## config.mk

```make
export PLATFORM = sky130hd
export DESIGN_NAME = cct_lamp_linear_fader
export DESIGN_NICKNAME = d
export VERILOG_FILES = /design/src/rtl/cctlf_pkg.sv /design/src/rtl/cct_lamp_linear_fader.sv
export SDC_FILE = /design/constraint.sdc
export NUM_CORES = 1
export LEC_CHECK = 0
export BUFFER_PORTS_ARGS = -buffer_cell sky130_fd_sc_hd__buf_2
export CAP_MARGIN = 5
export CORE_ASPECT_RATIO = 1.5
export CORE_UTILIZATION = 59
export CTS_BUF_LIST = sky130_fd_sc_hd__clkbuf_8
export DETAILED_ROUTE_END_ITERATION = 6
export HOLD_SLACK_MARGIN = 0.1
export PLACE_DENSITY = 0.78
export SETUP_SLACK_MARGIN = 0.15
export SLEW_MARGIN = 20
export SYNTH_ARGS = -nofsm -noshare
export SYNTH_HDL_FRONTEND = slang
export SYNTH_SLANG_ARGS = --single-unit
```

## constraint.sdc

```tcl
create_clock -name clk -period 7.48 [get_ports clk]
set_clock_uncertainty 0.1 [all_clocks]
set_input_delay 0 -clock clk [delete_from_list [all_inputs] [get_ports clk]]
set_output_delay 0 -clock clk [all_outputs]
set_load 0.1 [all_outputs]
```

## src/rtl/cctlf_pkg.sv

```systemverilog
package cctlf_pkg;

  localparam int unsigned LEVEL_W = 8;
  localparam int unsigned TEMP_W = 7;
  localparam int unsigned DUR_W = 32;
  localparam int unsigned PROD_W = LEVEL_W + DUR_W;
  localparam int unsigned CFG_INDEX_W = 8;
  localparam int unsigned CFG_DATA_W = 8;

  localparam logic [LEVEL_W-1:0] FULL_SCALE = 8'd255;
  localparam logic [TEMP_W-1:0] TEMP_SPLIT = 7'd50;
  localparam logic [TEMP_W-1:0] TEMP_MAX = 7'd100;

  localparam logic [1:0] FUNC_TICK = 2'd0;
  localparam logic [1:0] FUNC_FADE_BOTH = 2'd1;
  localparam logic [1:0] FUNC_FADE_TEMP = 2'd2;
  localparam logic [1:0] FUNC_FADE_LEVEL = 2'd3;

  localparam logic [CFG_INDEX_W-1:0] REG_AUTO_WRITE = 8'd0;
  localparam logic [CFG_INDEX_W-1:0] REG_LAMP_ON = 8'd1;

endpackage

```

## src/rtl/cct_lamp_linear_fader.sv

```systemverilog
// A command or an idle tick goes straight to S_DONE; its result is registered once the output is free.
// A tick during a fade runs up to five multiply/divide passes through S_MUL, S_DIV and S_WB
// (shared 8x32 multiplier, 8-step restoring divider).
// One item at a time; a new item is taken while the last result still waits.
// Reset (rst, synchronous): intensity 0, temperature 50, no fade, duties 0,
// auto_write 0, lamp_on 1.
module cct_lamp_linear_fader (
  input  logic                                clk,
  input  logic                                rst,
  input  logic                                cmd_valid,
  output logic                                cmd_stall,
  input  logic [1:0]                          func,
  input  logic [cctlf_pkg::LEVEL_W-1:0]       target_intensity,
  input  logic [7:0]                          target_cct,
  input  logic [cctlf_pkg::DUR_W-1:0]         duration,
  output logic                                res_valid,
  input  logic                                res_stall,
  output logic [cctlf_pkg::LEVEL_W-1:0]       warm_level,
  output logic [cctlf_pkg::LEVEL_W-1:0]       cool_level,
  output logic [cctlf_pkg::LEVEL_W-1:0]       level_now,
  output logic [cctlf_pkg::TEMP_W-1:0]        temperature_now,
  output logic                                fading,
  output logic                                drive_strobe,
  input  logic                                cfg_valid,
  output logic                                cfg_ready,
  input  logic [cctlf_pkg::CFG_INDEX_W-1:0]   cfg_index,
  input  logic [cctlf_pkg::CFG_DATA_W-1:0]    cfg_data
);

  localparam int unsigned LW = cctlf_pkg::LEVEL_W;
  localparam int unsigned TW = cctlf_pkg::TEMP_W;
  localparam int unsigned DW = cctlf_pkg::DUR_W;
  localparam int unsigned PW = cctlf_pkg::PROD_W;

  localparam logic [2:0] S_IDLE = 3'd0;
  localparam logic [2:0] S_MUL  = 3'd1;
  localparam logic [2:0] S_DIV  = 3'd2;
  localparam logic [2:0] S_WB   = 3'd3;
  localparam logic [2:0] S_DONE = 3'd4;

  localparam logic [2:0] OP_LEVEL = 3'd0;
  localparam logic [2:0] OP_TEMP  = 3'd1;
  localparam logic [2:0] OP_BASE  = 3'd2;
  localparam logic [2:0] OP_WARM  = 3'd3;
  localparam logic [2:0] OP_COOL  = 3'd4;

  logic [2:0]    state;
  logic [2:0]    op;
  logic          ending;
  logic          strobe;
  logic          auto_write;
  logic          lamp_on;

  logic [LW-1:0] cur_level;
  logic [TW-1:0] cur_temp;
  logic [LW-1:0] begin_level;
  logic [TW-1:0] begin_temp;
  logic [LW-1:0] goal_level;
  logic [TW-1:0] goal_temp;
  logic [DW-1:0] elapsed_ticks;
  logic [DW-1:0] fade_length;
  logic          active_flag;
  logic [LW-1:0] warm_duty;
  logic [LW-1:0] cool_duty;
  logic [LW-1:0] warm_base;
  logic [LW-1:0] cool_base;

  logic [PW-1:0] rem;
  logic [DW-1:0] divisor;
  logic [2:0]    cnt;
  logic [LW-1:0] quo;

  logic [DW-1:0] t_inc;
  logic [TW-1:0] tgt_temp;
  logic [LW-1:0] span_level;
  logic [TW-1:0] span_temp;
  logic          temp_low;
  logic [LW-1:0] mul_a;
  logic [DW-1:0] mul_b;
  logic [DW-1:0] div_d;
  logic [PW-1:0] prod;
  logic [PW-1:0] trial;
  logic          trial_ge;
  logic [LW-1:0] quo_next;
  logic [LW-1:0] level_up;
  logic [LW-1:0] level_dn;
  logic [LW-1:0] temp_sum;
  logic [TW-1:0] temp_next;
  logic          res_free;

  assign cmd_stall = (state != S_IDLE);
  assign cfg_ready = 1'b1;
  assign res_free  = !res_valid || !res_stall;

  assign t_inc = (elapsed_ticks == '1) ? elapsed_ticks : elapsed_ticks + DW'(1);
  assign tgt_temp = (target_cct > {1'b0, cctlf_pkg::TEMP_MAX}) ? cctlf_pkg::TEMP_MAX
                                                               : target_cct[TW-1:0];
  assign span_level = (goal_level >= begin_level) ? goal_level - begin_level
                                                  : begin_level - goal_level;
  assign span_temp  = (goal_temp >= begin_temp) ? goal_temp - begin_temp
                                                 : begin_temp - goal_temp;
  assign temp_low = (cur_temp <= cctlf_pkg::TEMP_SPLIT);

  always_comb begin
    mul_a = '0;
    mul_b = '0;
    div_d = DW'(cctlf_pkg::FULL_SCALE);
    case (op)
      OP_LEVEL: begin
        mul_a = span_level;
        mul_b = elapsed_ticks;
        div_d = fade_length;
      end
      OP_TEMP: begin
        mul_a = LW'(span_temp);
        mul_b = elapsed_ticks;
        div_d = fade_length;
      end
      OP_BASE: begin
        mul_a = temp_low ? LW'(cur_temp) : LW'(cur_temp - cctlf_pkg::TEMP_SPLIT);
        mul_b = DW'(cctlf_pkg::FULL_SCALE);
        div_d = DW'(cctlf_pkg::TEMP_MAX - cctlf_pkg::TEMP_SPLIT);
      end
      OP_WARM: begin
        mul_a = warm_base;
        mul_b = DW'(cur_level);
      end
      OP_COOL: begin
        mul_a = cool_base;
        mul_b = DW'(cur_level);
      end
      default: begin
        mul_a = '0;
        mul_b = '0;
      end
    endcase
  end

  assign prod     = PW'(mul_a) * PW'(mul_b);
  assign trial    = PW'(divisor) << cnt;
  assign trial_ge = (rem >= trial);
  assign quo_next = {quo[LW-2:0], trial_ge};

  assign level_up  = begin_level + quo;
  assign level_dn  = begin_level - quo;
  assign temp_sum  = (goal_temp >= begin_temp) ? LW'(begin_temp) + quo
                                               : LW'(begin_temp) - quo;
  assign temp_next = (temp_sum > LW'(cctlf_pkg::TEMP_MAX)) ? cctlf_pkg::TEMP_MAX
                                                           : temp_sum[TW-1:0];

  always_ff @(posedge clk) begin
    if (rst) begin
      state         <= S_IDLE;
      op            <= OP_LEVEL;
      ending        <= 1'b0;
      strobe        <= 1'b0;
      auto_write    <= 1'b0;
      lamp_on       <= 1'b1;
      cur_level     <= '0;
      cur_temp      <= cctlf_pkg::TEMP_SPLIT;
      begin_level   <= '0;
      begin_temp    <= cctlf_pkg::TEMP_SPLIT;
      goal_level    <= '0;
      goal_temp     <= cctlf_pkg::TEMP_SPLIT;
      elapsed_ticks <= '0;
      fade_length   <= '0;
      active_flag   <= 1'b0;
      warm_duty     <= '0;
      cool_duty     <= '0;
      res_valid     <= 1'b0;
    end else begin
      if (cfg_valid && cfg_ready) begin
        if (cfg_index == cctlf_pkg::REG_AUTO_WRITE) begin
          auto_write <= cfg_data[0];
        end else if (cfg_index == cctlf_pkg::REG_LAMP_ON) begin
          lamp_on <= cfg_data[0];
        end
      end
      if (res_valid && !res_stall && state != S_DONE) begin
        res_valid <= 1'b0;
      end
      case (state)
        S_IDLE: begin
          if (cmd_valid) begin
            if (func == cctlf_pkg::FUNC_TICK) begin
              strobe <= active_flag && auto_write;
              state  <= active_flag ? S_MUL : S_DONE;
              if (active_flag) begin
                elapsed_ticks <= t_inc;
                ending        <= !(t_inc < fade_length);
                op            <= (t_inc < fade_length) ? OP_LEVEL : OP_BASE;
              end else if (!lamp_on) begin
                cur_level <= '0;
              end
            end else begin
              strobe        <= 1'b0;
              state         <= S_DONE;
              active_flag   <= 1'b1;
              elapsed_ticks <= '0;
              fade_length   <= duration;
              begin_level   <= cur_level;
              begin_temp    <= cur_temp;
              if (func != cctlf_pkg::FUNC_FADE_TEMP) begin
                goal_level <= target_intensity;
              end
              if (func != cctlf_pkg::FUNC_FADE_LEVEL) begin
                goal_temp <= tgt_temp;
              end
            end
          end
        end
        S_MUL: begin
          if (op == OP_LEVEL && goal_level == cur_level) begin
            op <= OP_TEMP;
          end else if (op == OP_TEMP && goal_temp == cur_temp) begin
            op <= OP_BASE;
          end else begin
            rem     <= prod;
            divisor <= div_d;
            cnt     <= 3'(LW - 1);
            state   <= S_DIV;
          end
        end
        S_DIV: begin
          if (trial_ge) begin
            rem <= rem - trial;
          end
          quo <= quo_next;
          cnt <= cnt - 3'd1;
          if (cnt == '0) begin
            state <= S_WB;
          end
        end
        S_WB: begin
          case (op)
            OP_LEVEL: begin
              cur_level <= (goal_level >= begin_level) ? level_up : level_dn;
              op        <= OP_TEMP;
              state     <= S_MUL;
            end
            OP_TEMP: begin
              cur_temp <= temp_next;
              op       <= OP_BASE;
              state    <= S_MUL;
            end
            OP_BASE: begin
              warm_base <= temp_low ? cctlf_pkg::FULL_SCALE : cctlf_pkg::FULL_SCALE - quo;
              cool_base <= temp_low ? quo : cctlf_pkg::FULL_SCALE;
              op        <= OP_WARM;
              state     <= S_MUL;
            end
            OP_WARM: begin
              warm_duty <= quo;
              op        <= OP_COOL;
              state     <= S_MUL;
            end
            OP_COOL: begin
              cool_duty <= quo;
              state     <= S_DONE;
              if (ending) begin
                cur_level   <= lamp_on ? goal_level : '0;
                cur_temp    <= goal_temp;
                active_flag <= 1'b0;
              end
            end
            default: begin
              state <= S_DONE;
            end
          endcase
        end
        S_DONE: begin
          if (res_free) begin
            res_valid <= 1'b1;
            state     <= S_IDLE;
          end
        end
        default: begin
          state <= S_IDLE;
        end
      endcase
    end
  end

  always_ff @(posedge clk) begin
    if (state == S_DONE && res_free) begin
      warm_level      <= warm_duty;
      cool_level      <= cool_duty;
      level_now       <= cur_level;
      temperature_now <= cur_temp;
      fading          <= active_flag;
      drive_strobe    <= strobe;
    end
  end

  a_temp_range: assert property (@(posedge clk) disable iff (rst)
    cur_temp <= cctlf_pkg::TEMP_MAX)
    else $error("temperature out of range");

  a_elapsed_bound: assert property (@(posedge clk) disable iff (rst)
    active_flag && state == S_IDLE |-> elapsed_ticks <= fade_length)
    else $error("fade still active past its length");

  a_quo_fits: assert property (@(posedge clk) disable iff (rst)
    state == S_DIV && cnt == 3'(LW - 1) |-> rem < (PW'(divisor) << LW))
    else $error("quotient overflows the divider");

  a_busy_after_accept: assert property (@(posedge clk) disable iff (rst)
    cmd_valid && !cmd_stall |=> cmd_stall)
    else $error("item accepted without going busy");

  a_strobe_only_tick: assert property (@(posedge clk) disable iff (rst)
    cmd_valid && !cmd_stall && func != cctlf_pkg::FUNC_TICK |=> !strobe)
    else $error("drive strobe raised on a command");

endmodule
```

======== After elaboration in Yosys (flattened, before gate mapping) ========
Index checks and enable logic that the tools add are counted.
storage, ports and cells
  register bits ........................... 269
  input bits .............................. 71
  output and inout bits ................... 36
  word-level logic and storage cells ...... 190
operators by class
  add/sub/neg operators ................... 13
  $mul .................................... 1
  order comparisons ....................... 7
  equality and inequality tests ........... 34
  shift-type cells ........................ 1
  multiplexer cells ....................... 56
  bitwise operators ....................... 5
  reduce and logical (&&, ||, !) cells .... 43
operator list
  cell                                                            count
  two-way mux 40 bit                                              3
  two-way mux 32 bit                                              3
  case mux 32 bit (3 select lines)                                1
  two-way mux 8 bit                                               10
  case mux 40 bit (2 select lines)                                1
  case mux 32 bit (2 select lines)                                1
  two-way mux 3 bit                                               15
  greater-or-equal comparator 40 bit                              1
  multiplier 8 x 32 -> 40 bit                                     1
  case mux 8 bit (5 select lines)                                 1
  << shifter 32 x 3 -> 40 bit                                     1
  subtractor 40 bit                                               1
  inequality test 2 bit (second input constant)                   17
  adder 32 x 1 -> 32 bit (second input constant)                  1
  == test 32 bit (second input constant)                          1
  < comparator 32 bit                                             1
  case mux 8 bit (2 select lines)                                 2
  two-way mux 7 bit                                               4
  subtractor 8 bit                                                3
  AND reduction 4 bit                                             5
  greater-than comparator 8 x 7 -> 1 bit (second input constant)  2
  case mux 3 bit (5 select lines)                                 1
  AND reduction 3 bit                                             5
  AND reduction 5 bit                                             3
  39 further kinds                                                76

======== Longest topological paths before layout ========
  word-level depth ........................ 8
  mapped depth ............................ 36
  gate-level depth less buffers ........... 33

======== Least setup slack after synthesis ========
No wires, ideal clock.
  kind .................................... flip-flop to flip-flop
  start ................................... reg begin_level[1]
  end ..................................... reg rem[36], data pin
  setup time .............................. 0.254 ns
  arrival time ............................ 7.888 ns
  data required time ...................... 7.126 ns
  slack ................................... -0.762 ns
  stages on the path, launching flop included .. 31
  path buffers ............................ 0
  clock period less this slack ............ 8.242 ns
  cells stage by stage .................... dfxtp_1 inv_1 fa_1 a21o_1 a2111oi_2 o21bai_1 a21oi_2 mux2_2 o31a_1 o21ai_2 o31ai_4 o31a_4 or2_1 fa_1 fa_1 inv_1 fa_1 inv_1 fa_1 inv_1 ha_1 a21o_1 a31o_2 o2111a_1 nor3_1 o21ai_1 a221oi_1 nand2b_1 a211oi_1 nor3_1 a21o_1
between the ends
  word-level cells in the longest chain between the ends .. 7
  elaborated cells between the ends (all ways) .. 9
  classes of those cells .................. 2 x add/sub; 1 x mul; 1 x order compare; 5 x mux
RTL lines
  what                                      line                          RTL
  start, declared                           cct_lamp_linear_fader.sv:56   logic [LW-1:0] begin_level;
  start signal, assigned                    cct_lamp_linear_fader.sv:201  begin_level <= cur_level;
  subtractor 8 bit (tied with other cells)  cct_lamp_linear_fader.sv:99   : begin_level - goal_level;
  two-way mux 8 bit *                       cct_lamp_linear_fader.sv:98   assign span_level = (goal_level >= begin_level) ? goal_level - begin_level
  case mux 8 bit (5 select lines) *         cct_lamp_linear_fader.sv:108  case (op)
  multiplier 8 x 32 -> 40 bit *             cct_lamp_linear_fader.sv:139  assign prod = PW'(mul_a) * PW'(mul_b);
  two-way mux 40 bit *                      cct_lamp_linear_fader.sv:215  end else if (op == OP_TEMP && goal_temp == cur_temp) begin
  two-way mux 40 bit *                      cct_lamp_linear_fader.sv:213  if (op == OP_LEVEL && goal_level == cur_level) begin
  case mux 40 bit (2 select lines) *        cct_lamp_linear_fader.sv:182  case (state)
  end signal, assigned                      cct_lamp_linear_fader.sv:218  rem <= prod;
  end signal, assigned                      cct_lamp_linear_fader.sv:226  rem <= rem - trial;
  end, declared                             cct_lamp_linear_fader.sv:68   logic [PW-1:0] rem;
Every way passes the cells marked *; elsewhere a longest branch is shown, timed or not. The select of a mux whose other input is x is not followed.
A chain may end at the register's enable or synchronous reset.

======== Worst setup path in the final report ========
  start ................................... reg goal_level[0]
  end ..................................... reg rem[36], data pin
between the ends
  word-level cells in the longest chain between the ends .. 7
  elaborated cells between the ends (all ways) .. 9
  classes of those cells .................. 2 x add/sub; 1 x mul; 1 x order compare; 5 x mux
RTL lines
  what                                      line                          RTL
  start, declared                           cct_lamp_linear_fader.sv:58   logic [LW-1:0] goal_level;
  start signal, assigned                    cct_lamp_linear_fader.sv:204  goal_level <= target_intensity;
  subtractor 8 bit (tied with other cells)  cct_lamp_linear_fader.sv:99
  two-way mux 8 bit *                       cct_lamp_linear_fader.sv:98
  case mux 8 bit (5 select lines) *         cct_lamp_linear_fader.sv:108
  multiplier 8 x 32 -> 40 bit *             cct_lamp_linear_fader.sv:139
  two-way mux 40 bit *                      cct_lamp_linear_fader.sv:215
  two-way mux 40 bit *                      cct_lamp_linear_fader.sv:213
  case mux 40 bit (2 select lines) *        cct_lamp_linear_fader.sv:182
Marked as above.

==> out/summary.txt <==
Clk_lat worst skew -> 0.63 ns
Register area share after synthesis -> 26.5%
Sw Ratio -> 33.2%
Root Buffer Master -> clkbuf_8
HP Class -> input port to flop
TritonCTS clock tree -> built
Core footprint -> 42100 um2
Reg clk slew, reported paths -> 0.07 ns
Crit path from -> goal_level[0]
Worst Path Required -> 7.75 ns
Status -> complete, but fails checks
Fin worst setup slack -> -0.586 ns
CP peak stage delay -> 0.54 ns
Syn_nets -> 3368
Filler cells -> 2988
Pwr Total -> 4.43 mW
Yosys warnings -> 0
Final Cycle Share -> 108%
Hold Path Sink -> begin_level[1]
Layout cells sized above 1 -> 17.8%
CTS Buffer Depth -> 3
Synthesis-stage register bit count -> 269
Initial antenna violation count -> 3
First-pass GRT wire length -> 130000 um
RSZ-0062 raised after global routing -> true
EDFF count, synth -> 132
Net switching power -> 1.47 mW
Most common cell in the netlist -> nor2_1
Total GRT Usage -> 39.1%
Adder-Cell Fraction of Synth Area -> 23.6%
Slew @ Worst Pin -> 1.20 ns
Die area -> 43700 um2
Hold_sp -> func[0]
Final setup vio count -> 26
Syn_area_per_cell -> 8.62 um2
Crit path DAT -> 8.33 ns
Vias in the first global route -> 24500
Drt first pass iters -> 6
Vias after detailed routing -> 23800
Synth Area in Compound Gates -> 15.1%
PortBufs -> 98
Register area -> 6710 um2
Total grt overflow -> 0
CP endpoint kind -> flop
Post-Syn Instances -> 2932
Tmin final -> 8.07 ns
Crit-path max FO -> 4
Hold path depth -> 5
Synthesis-to-layout area growth -> 23.1%
Share of power burned in registers -> 36.5%
Final net count -> 3727
Fmax -> 124 MHz
Top FF cell, synth -> dfxtp_1
Routability cong. -> 0.971
Clk pwr share -> 33.8%
Post-Syn Area -> 25300 um2
Largest family of logic cells by synthesized area -> adder cells
Final wirelength -> 84700 um
Pin count of the biggest net entering global routing -> 67
Clock sink total -> 269
Layout Utilization -> 73.9%
Slew margin rel. -> 20.3%
DRC viols -> 0
Cell Int Power -> 2.96 mW
Async SR Flop Fraction -> 0%
Cell Count, Final, Fillers Out -> 3890
Comb power frac -> 29.8%
Most area-hungry cell type in the Yosys netlist -> edfxtp_1
Power per cell area -> 142 nW/um2
Pins Over Slew Limit -> 0
Yosys cell types -> 86
Largest cells by area after synthesis -> edfxtp_1 (16%), fa_1 (15%), dfxtp_1 (11%), ha_1 (8.8%), nor2_1 (5.5%)
Cells after DPL -> 3647
Routed length per instance -> 21.8 um
Initial Util -> 60.0%
CP Class -> flop to flop
Worst path slowest cell -> fa_1
Failing checks -> setup timing
Final Hold Fails -> 0
Reg2Reg Depth -> 33
Footprint of the multi-input gates -> 17700 um2
Die Height -> 256 um
Standby leakage power -> 13.6 nW
Worst reg2reg path endpoint -> rem[36]
Vias per cell -> 6.13
H-Tree Depth -> 2
Cts bufs inserted -> 42
Maximum VDD drop -> 0.210 mV
Post-synth top cells -> nor2_1 (371), inv_1 (307), nand2_1 (291)
I/O Pins -> 107
Max-cap violations -> 0
Multiplexer area fraction after synthesis -> 5.16%
Worst flop-to-flop path startpoint -> goal_level[0]
Antenna viol nets, final -> 0
Cell Rows -> 92
Drt initial violations -> 2019
Reg2Reg Setup Slack -> -0.59 ns
Dpl hpwl -> 60100 um
Post-synth top area share -> 15.7%
Critical Path Source Type -> flop
Simple-Gate Fraction of Synth Area -> 17.6%
Chip Width -> 171 um
Synth Area in XOR/XNOR -> 5.04%
-- kinds of logic after synthesis --
kind of cell	after synthesis
adder cells (fa/ha/maj)	365
other	1
AO/OA/AOI/OAI	595
XOR/XNOR	144
AND/OR/NAND/NOR	999
multiplexers	98
buffers and inverters	461
flip-flops	269
-- registers in the layout (all words and copies together) (netlist names), 32 cells and up --
name / cells
elapsed_ticks: 32
rem: 40
divisor: 32
fade_length: 32
-- area by class of cell --
cell class	instances	share of cell area, %
timing repair buffer	469	12.5
clock inverter	28	0.993
inverter	307	3.70
multi-input combinational	2202	56.8
clock buffer	48	2.12
antenna	3	0.0241
tap	564	2.27
sequential	269	21.6
-- placed cells by master, fill, tap and decap left out, types with 132 or more instances in the layout --
cell	Yosys	final
nor2_1	371	355
edfxtp_1	132	132
ha_1	178	160
dfxtp_1	137	132
inv_1	307	309
a21oi_1	211	196
fa_1	187	180
buf_4	1	203
nand2_1	291	289
dlygate4sd3_1	0	140
-- what timing repair did --
action | in CTS | in global routing
pin swaps | 65 | 52
buffers inserted | 16 | 6
resized for setup | 99 | 50
endpoints found under the setup margin | 27 | 30
gates cloned | 2 | 0
hold buffers | 140 | 0
endpoints found under the hold margin | 131 | 0
-- power by group through the flow --
stage	Sequential, mW	Combinational (mW)	Clock [mW]
after CTS	1.61	1.25	1.48
after floorplan	1.74	0.624	0
after global placement	1.64	1.07	0
final	1.61	1.32	1.49
after global routing	1.62	1.39	1.55
after detailed placement	1.64	1.10	0
-- per-stage QoR --
| step | instance area [um2] | TNS, ns | hold slack, ns | worst slack, ns |
|---|---|---|---|---|
| 3_3_place_gp | 27800 | -5.75 | 0.135 | -0.457 |
| 4_1_cts | 30800 | -6.32 | 0.102 | -0.429 |
| 6_report | 31100 | -10.82 | 0.174 | -0.586 |
| 2_1_floorplan | 25500 | -0.0388 | 0.0293 | -0.0388 |
| 3_5_place_dp | 27800 | -9.81 | 0.152 | -0.648 |
| 5_1_grt | 31100 | -17.71 | 0.189 | -0.869 |
-- layer usage --
metal / GRT usage [%] / wire [um] / vias up
met3: 6.79 / 6030 / 499
li1: - / - / 10700
met2: 65.4 / 41000 / 1310
met4: 37.6 / 9860 / 0
met5: 0 / 0 / -
met1: 40.6 / 27700 / 11300
-- worst max-delay path, delay by kind of cell (launching register included) --
family / cells / cell delay [ns]
AO/OA/AOI/OAI: 15 / 3.24
adder cells (fa/ha/maj): 7 / 2.75
buffers and inverters: 6 / 0.43
flip-flops: 1 / 0.33
multiplexers: 1 / 0.36
AND/OR/NAND/NOR: 4 / 0.59
-- worst max-delay path by stage --
stage,to,slack [ns]
final,rem[36],-0.59
after global routing,rem[36],-0.87
after CTS,rem[28],-0.43
after detailed placement,rem[36],-0.65
after global placement,rem[39],-0.46
after floorplan,rem[36],-0.04
Note: power is estimated with default switching activity, not from simulation.
